<file path="src/hdl/rlc_pkg.sv">
package rlc_pkg;

  localparam int WORD_BITS_DEF = 32;
  localparam int OUT_BITS = 32;
  localparam int QUEUE_DEPTH = 2;

  typedef struct packed {
    logic [7:0] char_code;
    logic       token_end;
  } in_item_t;

  typedef struct packed {
    logic signed [31:0] acc_value;
    logic [1:0]         status;
  } out_item_t;

  typedef enum logic [1:0] {
    MODE_DEC = 2'd0,
    MODE_BIN = 2'd1,
    MODE_OCT = 2'd2,
    MODE_HEX = 2'd3
  } base_mode_t;

  localparam logic [1:0] ST_OK     = 2'd0;
  localparam logic [1:0] ST_DIVZ   = 2'd1;
  localparam logic [1:0] ST_UNKNOWN = 2'd2;

  localparam logic [7:0] CH_PLUS  = 8'h2B;
  localparam logic [7:0] CH_MINUS = 8'h2D;
  localparam logic [7:0] CH_MUL   = 8'h2A;
  localparam logic [7:0] CH_DIV   = 8'h2F;
  localparam logic [7:0] CH_AND   = 8'h26;
  localparam logic [7:0] CH_OR    = 8'h7C;
  localparam logic [7:0] CH_XOR   = 8'h5E;
  localparam logic [7:0] CH_SHL   = 8'h3C;
  localparam logic [7:0] CH_SHR   = 8'h3E;
  localparam logic [7:0] CH_ZERO  = 8'h30;
  localparam logic [7:0] CH_B     = 8'h62;
  localparam logic [7:0] CH_X     = 8'h78;

  // Digit value of a character, 16 when it is no digit of the radix.
  function automatic logic [4:0] digit_of(input logic [7:0] c, input logic [4:0] radix);
    logic [4:0] d;
    d = 5'd16;
    if (c >= 8'h30 && c <= 8'h39) d = 5'(c - 8'h30);
    else if (c >= 8'h41 && c <= 8'h46) d = 5'(c - 8'd55);
    else if (c >= 8'h61 && c <= 8'h66) d = 5'(c - 8'h57);
    return (d < radix) ? d : 5'd16;
  endfunction

  // One queued job for the back end: a finished operand and its operator.
  typedef struct packed {
    logic [7:0]  op;
    logic        load;
    logic [63:0] value;
  } job_t;

endpackage

</file>
<file path="src/hdl/rlc_front.sv">
module rlc_front #(
  parameter int WORD_BITS = rlc_pkg::WORD_BITS_DEF
) (
  input  logic              clk,
  input  logic              rst,
  input  rlc_pkg::in_item_t in_data,
  input  logic              in_valid,
  output logic              in_ready,
  output rlc_pkg::job_t     job,
  output logic              job_valid,
  input  logic              job_ready
);

  localparam logic [WORD_BITS-1:0] ZERO_W = '0;

  logic [1:0]           phase;
  logic [7:0]           pending_operator;
  logic [7:0]           first_char;
  logic [1:0]           char_position;
  rlc_pkg::base_mode_t  base_mode;
  logic                 negative_sign;
  logic                 decimal_stopped;
  logic [WORD_BITS-1:0] operand_value;

  // A finished operand waits in the job register until the back end takes it.
  assign in_ready = !job_valid;

  function automatic logic [4:0] radix_of(input rlc_pkg::base_mode_t m);
    case (m)
      rlc_pkg::MODE_BIN: return 5'd2;
      rlc_pkg::MODE_OCT: return 5'd8;
      rlc_pkg::MODE_HEX: return 5'd16;
      default:           return 5'd10;
    endcase
  endfunction

  // Operators that the back end carries out; any other one ends the session.
  function automatic logic op_known(input logic [7:0] op);
    return op inside {rlc_pkg::CH_PLUS, rlc_pkg::CH_MINUS, rlc_pkg::CH_MUL,
                      rlc_pkg::CH_DIV, rlc_pkg::CH_AND, rlc_pkg::CH_OR,
                      rlc_pkg::CH_XOR, rlc_pkg::CH_SHL, rlc_pkg::CH_SHR};
  endfunction

  typedef struct packed {
    logic [WORD_BITS-1:0] v;
    logic                 neg;
    logic                 stop;
  } acc_t;

  function automatic acc_t take(input acc_t a, input rlc_pkg::base_mode_t m,
                                input logic [7:0] c, input logic first);
    acc_t r;
    logic [4:0] d;
    logic [4:0] rx;
    r = a;
    rx = radix_of(m);
    d = rlc_pkg::digit_of(c, rx);
    if (m == rlc_pkg::MODE_DEC) begin
      if (first && (c == rlc_pkg::CH_MINUS || c == rlc_pkg::CH_PLUS)) begin
        r.neg = (c == rlc_pkg::CH_MINUS);
      end else if (!a.stop) begin
        if (d == 5'd16) r.stop = 1'b1;
        else r.v = WORD_BITS'(a.v * rx + WORD_BITS'(d));
      end
    end else if (d != 5'd16) begin
      r.v = WORD_BITS'(a.v * rx + WORD_BITS'(d));
    end
    return r;
  endfunction

  acc_t cur, a0, a1;
  rlc_pkg::base_mode_t mode2;
  logic [7:0] c;

  always_comb begin
    c = in_data.char_code;
    cur = '{v: operand_value, neg: negative_sign, stop: decimal_stopped};
    if (c == rlc_pkg::CH_B) mode2 = rlc_pkg::MODE_BIN;
    else if (c == rlc_pkg::CH_X) mode2 = rlc_pkg::MODE_HEX;
    else if (first_char == rlc_pkg::CH_ZERO) mode2 = rlc_pkg::MODE_OCT;
    else mode2 = rlc_pkg::MODE_DEC;
    a0 = take('{v: ZERO_W, neg: 1'b0, stop: 1'b0}, mode2, first_char, 1'b1);
    a1 = take(a0, mode2, c, 1'b0);
  end

  always_ff @(posedge clk) begin
    if (rst) begin
      phase <= 2'd0;
      pending_operator <= '0;
      first_char <= '0;
      char_position <= '0;
      base_mode <= rlc_pkg::MODE_DEC;
      negative_sign <= 1'b0;
      decimal_stopped <= 1'b0;
      operand_value <= '0;
      job_valid <= 1'b0;
    end else begin
      if (job_valid && job_ready) begin
        job_valid <= 1'b0;
      end
      if (in_valid && in_ready) begin
        if (phase == 2'd1) begin
          if (char_position == 2'd0) pending_operator <= c;
          char_position <= in_data.token_end ? 2'd0 : 2'd1;
          if (in_data.token_end) phase <= 2'd2;
        end else begin
          acc_t nx;
          logic fin;
          fin = in_data.token_end;
          nx = cur;
          if (char_position == 2'd0) begin
            first_char <= c;
            if (fin) begin
              if (c == rlc_pkg::CH_ZERO) begin
                nx = '{v: ZERO_W, neg: 1'b0, stop: 1'b0};
              end else begin
                nx = take('{v: ZERO_W, neg: 1'b0, stop: 1'b0}, rlc_pkg::MODE_DEC, c,
                          1'b1);
              end
            end
          end else if (char_position == 2'd1) begin
            base_mode <= mode2;
            nx = a1;
          end else begin
            nx = take(cur, base_mode, c, 1'b0);
          end
          operand_value <= nx.v;
          negative_sign <= nx.neg;
          decimal_stopped <= nx.stop;
          if (fin) char_position <= 2'd0;
          else if (char_position == 2'd0) char_position <= 2'd1;
          else char_position <= 2'd2;
          if (fin) begin
            job_valid <= 1'b1;
            job.op <= pending_operator;
            job.load <= (phase != 2'd2);
            job.value <= 64'(nx.neg ? WORD_BITS'(ZERO_W - nx.v) : nx.v);
            // An unknown operator ends the session, so a first operand follows.
            phase <= (phase == 2'd2 && !op_known(pending_operator)) ? 2'd0 : 2'd1;
          end
        end
      end
    end
  end

endmodule

</file>
<file path="src/hdl/rlc_back.sv">
module rlc_back #(
  parameter int WORD_BITS = rlc_pkg::WORD_BITS_DEF
) (
  input  logic               clk,
  input  logic               rst,
  input  rlc_pkg::job_t      job,
  input  logic               job_valid,
  output logic               job_ready,
  output rlc_pkg::out_item_t out_data,
  output logic               out_valid,
  input  logic               out_ready
);

  localparam int CW = $clog2(WORD_BITS + 1);

  typedef enum logic [3:0] {
    S_IDLE = 4'b0001,
    S_MUL  = 4'b0010,
    S_DIV  = 4'b0100,
    S_DONE = 4'b1000
  } state_t;

  state_t               state;
  logic [WORD_BITS-1:0] acc, res, mq, rem, dv;
  logic                 neg_q;
  logic [1:0]           st;
  logic [CW-1:0]        cnt;
  logic                 unk;

  logic [WORD_BITS-1:0] yv, ma, mb;
  logic [WORD_BITS:0]   trial;

  logic [WORD_BITS-1:0] alu_res, alu_mq;
  logic [1:0]           alu_st;
  state_t               alu_state;

  assign job_ready = (state == S_IDLE) && !out_valid;
  assign yv = job.value[WORD_BITS-1:0];
  assign ma = acc[WORD_BITS-1] ? -acc : acc;
  assign mb = yv[WORD_BITS-1] ? -yv : yv;
  assign trial = {rem, mq[WORD_BITS-1]} - {1'b0, dv};

  // Every operation but multiply and a divide by non-zero finishes here; those only set up their loops.
  always_comb begin
    alu_res = acc;
    alu_st = rlc_pkg::ST_OK;
    alu_state = S_DONE;
    alu_mq = yv;
    case (job.op)
      rlc_pkg::CH_PLUS:  alu_res = acc + yv;
      rlc_pkg::CH_MINUS: alu_res = acc - yv;
      rlc_pkg::CH_AND:   alu_res = acc & yv;
      rlc_pkg::CH_OR:    alu_res = acc | yv;
      rlc_pkg::CH_XOR:   alu_res = acc ^ yv;
      rlc_pkg::CH_SHL:   alu_res = (yv >= WORD_BITS'(WORD_BITS)) ? '0 : acc << yv;
      rlc_pkg::CH_SHR:   alu_res = (yv >= WORD_BITS'(WORD_BITS)) ?
                                   {WORD_BITS{acc[WORD_BITS-1]}} :
                                   WORD_BITS'($signed(acc) >>> yv);
      rlc_pkg::CH_MUL: begin
        alu_res = '0;
        alu_state = S_MUL;
      end
      rlc_pkg::CH_DIV: begin
        if (yv == '0) alu_st = rlc_pkg::ST_DIVZ;
        else begin
          alu_mq = ma;
          alu_state = S_DIV;
        end
      end
      default: alu_st = rlc_pkg::ST_UNKNOWN;
    endcase
  end

  always_ff @(posedge clk) begin
    if (rst) begin
      state <= S_IDLE;
      acc <= '0;
      out_valid <= 1'b0;
      cnt <= '0;
    end else begin
      if (out_valid && out_ready) out_valid <= 1'b0;
      case (state)
        S_IDLE: if (job_valid && job_ready) begin
          if (job.load) begin
            acc <= yv;
          end else begin
            st <= alu_st;
            unk <= (alu_st == rlc_pkg::ST_UNKNOWN);
            res <= alu_res;
            mq <= alu_mq;
            dv <= mb;
            rem <= '0;
            cnt <= '0;
            neg_q <= acc[WORD_BITS-1] ^ yv[WORD_BITS-1];
            state <= alu_state;
          end
        end
        S_MUL: begin
          // Shift-add, one multiplier bit per cycle.
          res <= (res << 1) + (mq[WORD_BITS-1] ? acc : '0);
          mq <= mq << 1;
          cnt <= cnt + 1'b1;
          if (cnt == CW'(WORD_BITS - 1)) state <= S_DONE;
        end
        S_DIV: begin
          // Restoring division, one quotient bit per cycle.
          if (!trial[WORD_BITS]) begin
            rem <= trial[WORD_BITS-1:0];
            mq <= {mq[WORD_BITS-2:0], 1'b1};
          end else begin
            rem <= {rem[WORD_BITS-2:0], mq[WORD_BITS-1]};
            mq <= {mq[WORD_BITS-2:0], 1'b0};
          end
          cnt <= cnt + 1'b1;
          if (cnt == CW'(WORD_BITS - 1)) state <= S_DONE;
        end
        S_DONE: begin
          out_valid <= 1'b1;
          out_data.status <= st;
          out_data.acc_value <= 32'($signed(res));
          acc <= unk ? '0 : res;
          state <= S_IDLE;
        end
        default: state <= S_IDLE;
      endcase
      if (state == S_DIV && cnt == CW'(WORD_BITS - 1)) begin
        res <= neg_q ? -({mq[WORD_BITS-2:0], ~trial[WORD_BITS]}) :
                       {mq[WORD_BITS-2:0], ~trial[WORD_BITS]};
      end
    end
  end

  assert property (@(posedge clk) disable iff (rst) job_ready |-> !out_valid)
    else $error("job taken while result pending");
  assert property (@(posedge clk) disable iff (rst) $onehot(state))
    else $error("state not one-hot");
  assert property (@(posedge clk) disable iff (rst)
    (out_valid && !out_ready) |=> (out_valid && $stable(out_data)))
    else $error("result changed while waiting");
  assert property (@(posedge clk) disable iff (rst)
    (state == S_MUL) |=> (state == S_MUL || state == S_DONE))
    else $error("multiply left early");

endmodule

</file>
<file path="src/hdl/radix_literal_calculator.sv">
// Path: a second operand's last beat is registered in the front end's job register, taken
// by the back end into its result register, looped bit-serially through S_MUL or S_DIV for
// multiply and divide, and registered as the result in S_DONE.
// Throughput: one character beat per cycle while in_ready is high; after an operand's last
// beat in_ready stays low until the back end, once idle with no result held, takes the job.
// Reset (rst, synchronous) clears the session.
module radix_literal_calculator #(
  parameter int WORD_BITS = rlc_pkg::WORD_BITS_DEF
) (
  input  logic               clk,
  input  logic               rst,
  input  rlc_pkg::in_item_t  in_data,
  input  logic               in_valid,
  output logic               in_ready,
  output rlc_pkg::out_item_t out_data,
  output logic               out_valid,
  input  logic               out_ready
);

  rlc_pkg::job_t job;
  logic job_valid, job_ready;

  // The front end parses literals; its job register is the queue to the back.
  rlc_front #(.WORD_BITS(WORD_BITS)) u_front (
    .clk, .rst, .in_data, .in_valid, .in_ready,
    .job, .job_valid, .job_ready
  );

  rlc_back #(.WORD_BITS(WORD_BITS)) u_back (
    .clk, .rst, .job, .job_valid, .job_ready,
    .out_data, .out_valid, .out_ready
  );

endmodule
</file>
<file path="config.mk">
export PLATFORM = sky130hd
export DESIGN_NAME = radix_literal_calculator
export DESIGN_NICKNAME = d
export VERILOG_FILES = /design/src/hdl/rlc_pkg.sv /design/src/hdl/rlc_front.sv /design/src/hdl/rlc_back.sv /design/src/hdl/radix_literal_calculator.sv
export SDC_FILE = /design/constraint.sdc
export NUM_CORES = 2
export LEC_CHECK = 0
export BUFFER_PORTS_ARGS = -buffer_cell sky130_fd_sc_hd__buf_2
export CAP_MARGIN = 20
export CORE_MARGIN = 4
export CORE_UTILIZATION = 60
export CTS_BUF_LIST = sky130_fd_sc_hd__clkbuf_8
export DETAILED_ROUTE_END_ITERATION = 10
export GPL_ROUTABILITY_DRIVEN = 1
export PLACE_DENSITY = 0.76
export SYNTH_ARGS = -nofsm -noshare
export SYNTH_HDL_FRONTEND = slang
export SYNTH_HIERARCHICAL = 1
export SYNTH_SLANG_ARGS = --single-unit
</file>
<file path="constraint.sdc">
create_clock -name clk -period 9.9 [get_ports clk]
set_input_delay 0.99 -clock clk [delete_from_list [all_inputs] [get_ports clk]]
set_output_delay 0.99 -clock clk [all_outputs]
set_load 0.005 [all_outputs]
</file>
==> results.json <==
{
  "status": "finished, final reports clean",
  "clockBufferDepth": 3,
  "finalClockSkew_ns": 0.04035,
  "dp.cells": 4472,
  "setup-tns-final_ns": 0,
  "fillCellCount": 4710,
  "cp-start-kind": "input pin",
  "critical_path_class": "input pin to flip-flop",
  "critPathMaxFanout": 9,
  "cts_root_buf": "clkbuf_8",
  "endpoint_kind": "flip-flop",
  "clock_sinks": 307,
  "netlist_area_um2": 32300,
  "drt_iter0_drc": 4249,
  "grt_pass1_wl_mm": 171.0,
  "area_growth_pct": 5.741,
  "p_leak_nw": 14.10,
  "relSlewSlack_pct": 10.16,
  "fin_crit_sh_pct": 83.79,
  "dpl_worst_slack_ns": 1.147,
  "comb_power_share_pct": 22.1,
  "netSwitchingFraction_pct": 33.32,
  "drtPass1Iterations": 6,
  "period_minus_slack_ns": 8.295,
  "crit_slowest_cell": "a2111oi_0",
  "ant_nets": 0,
  "tritoncts": "done",
  "final_layout_size_suffix_gt1_share_pct": 8.331,
  "finish.utilization_pct": 64.48,
  "vias": 31130,
  "grt_setup_unrepaired": "no",
  "cp_common_cell": "ha_1",
  "worstPathRequired_ns": 10.30,
  "die_h_um": 240.0,
  "yosysWarnings": 6,
  "ff2ff_setup_slack_ns": 2.56,
  "cts_resized": 0,
  "fin_area_um2": 34160,
  "place_congestion": 1.184,
  "arrival_ns": 8.69,
  "grt_start_max_net_pins": 71,
  "pwr-share-seq_pct": 43.4,
  "instances_no_fill": 4580,
  "max_freq_ghz": 0.1206,
  "drv_cap": 0,
  "grt_util_all_layers_pct": 37.87,
  "synth_nets": 4251,
  "wl_per_cell_um": 24.49,
  "io_buffers": 48,
  "setup_viol": 0,
  "io_pins": 49,
  "fin_ws_ns": 1.605,
  "antenna_found_initial": 2,
  "die-area_um2": 57610,
  "drv_slew": 0,
  "dieWidth_um": 240.0,
  "hold_viol": 0,
  "dp_hpwl_mm": 83.23,
  "postCtsHoldBufs": 0,
  "synthCells": 3912,
  "route.detailed.drc": 0,
  "internal-power_mw": 2.255,
  "min_path_type": "flip-flop to flip-flop",
  "cts-buffers-inserted": 54,
  "ir_drop_mv": 0.1031,
  "grt-ovfl-total": 0,
  "core_area_um2": 52970,
  "grt_pass1_vias": 28890,
  "via_per_inst": 6.797,
  "clk_pin_slew_ns": 0.06,
  "row_count": 84,
  "syn_area_per_cell_um2": 8.257,
  "place_area_um2": 33050,
  "post_cts_buffers": 0,
  "nNetsFinal": 4182,
  "htree_levels": 2,
  "drt-total-wl_mm": 112.2,
  "critPathMaxStageDelay_ns": 0.82,
  "worst_pin_slew_ns": 1.333,
  "p_switching_mw": 1.127,
  "power_density_nw_per_um2": 99.00,
  "insertion_delay_ns": 0.69,
  "start_util_pct": 60.98,
  "clock_power_share_pct": 34.4
}
## power groups by stage
stage / Clock (mW) / Sequential [mW] / Combinational [mW]
2_1_floorplan: 0 / 1.45 / 0.549
3_3_place_gp: 0 / 1.49 / 0.707
3_5_place_dp: 0 / 1.49 / 0.721
4_1_cts: 1.17 / 1.46 / 0.725
5_1_grt: 1.23 / 1.47 / 0.816
6_report: 1.16 / 1.47 / 0.748
## layout make-up
class,instances,area (um^2),area share (%)
Multi-Input combinational cell,3087,22200,64.98
Sequential cell,307,8219,24.06
Inverter,278,1044,3.055
Clock buffer,63,867.1,2.539
Tap cell,688,860.8,2.520
Timing Repair Buffer,115,788.3,2.308
Clock inverter,39,173.9,0.5092
Antenna cell,3,7.507,0.02198
## final timing paths
| check | cells after the start | end | startpoint |
|---|---|---|---|
| max | 29 | u_front/job[31] | in_data[2] |
| max reg2reg | 27 | u_front/job[24] | u_front/first_char[1] |
| min | 0 | u_back/out_data[1] | u_back/st[1] |
| min reg2reg | 0 | u_back/out_data[1] | u_back/st[1] |
## worst max-delay path, delay by kind of cell
family | cells | cell delay, ns
AO/OA/AOI/OAI | 9 | 2.85
buffers and inverters | 5 | 0.58
adder cells (fa/ha/maj) | 6 | 2.05
XOR/XNOR | 1 | 0.18
AND/OR/NAND/NOR | 8 | 2.05
## metal layers
layer | GRT usage (%) | wire length [um] | part of all wire (%)
met1 | 49.63 | 43520 | 39
met2 | 57.58 | 47810 | 43
met3 | 10.43 | 13520 | 12
met4 | 19.31 | 7313 | 6.5
met5 | 0 | 0 | 0
## sequential cells by signal (all words and copies together), names as in the netlist, 4 cells and up
signal / flops
u_front/pending_operator: 8
u_back/rem: 32
u_front/job: 41
u_front/first_char: 8
u_back/acc: 32
u_back/out_data: 34
u_back/state: 4
u_front/operand_value: 32
u_back/mq: 32
u_back/dv: 32
u_back/cnt: 6
u_back/res: 32
## placed cells by master, fill, tap and decap left out, drive strengths merged, types with 69 or more instances in the layout
master	count
nor2	407
inv	303
nand2	293
ha	289
a21oi	250
o21ai	242
edfxtp	207
xnor2	168
a211oi	119
buf	114
dfxtp	100
mux2i	96
nor3	82
xor2	76
nand2b	69
## through the flow
step           hold slack, ns  total power [mW]
3_3_place_gp           0.4029             2.196
3_5_place_dp           0.4142             2.211
6_report               0.4290             3.381
4_1_cts                0.4326             3.363
2_1_floorplan          0.4003             1.999
5_1_grt                0.4406             3.517
(Power assumes the default switching activity.)
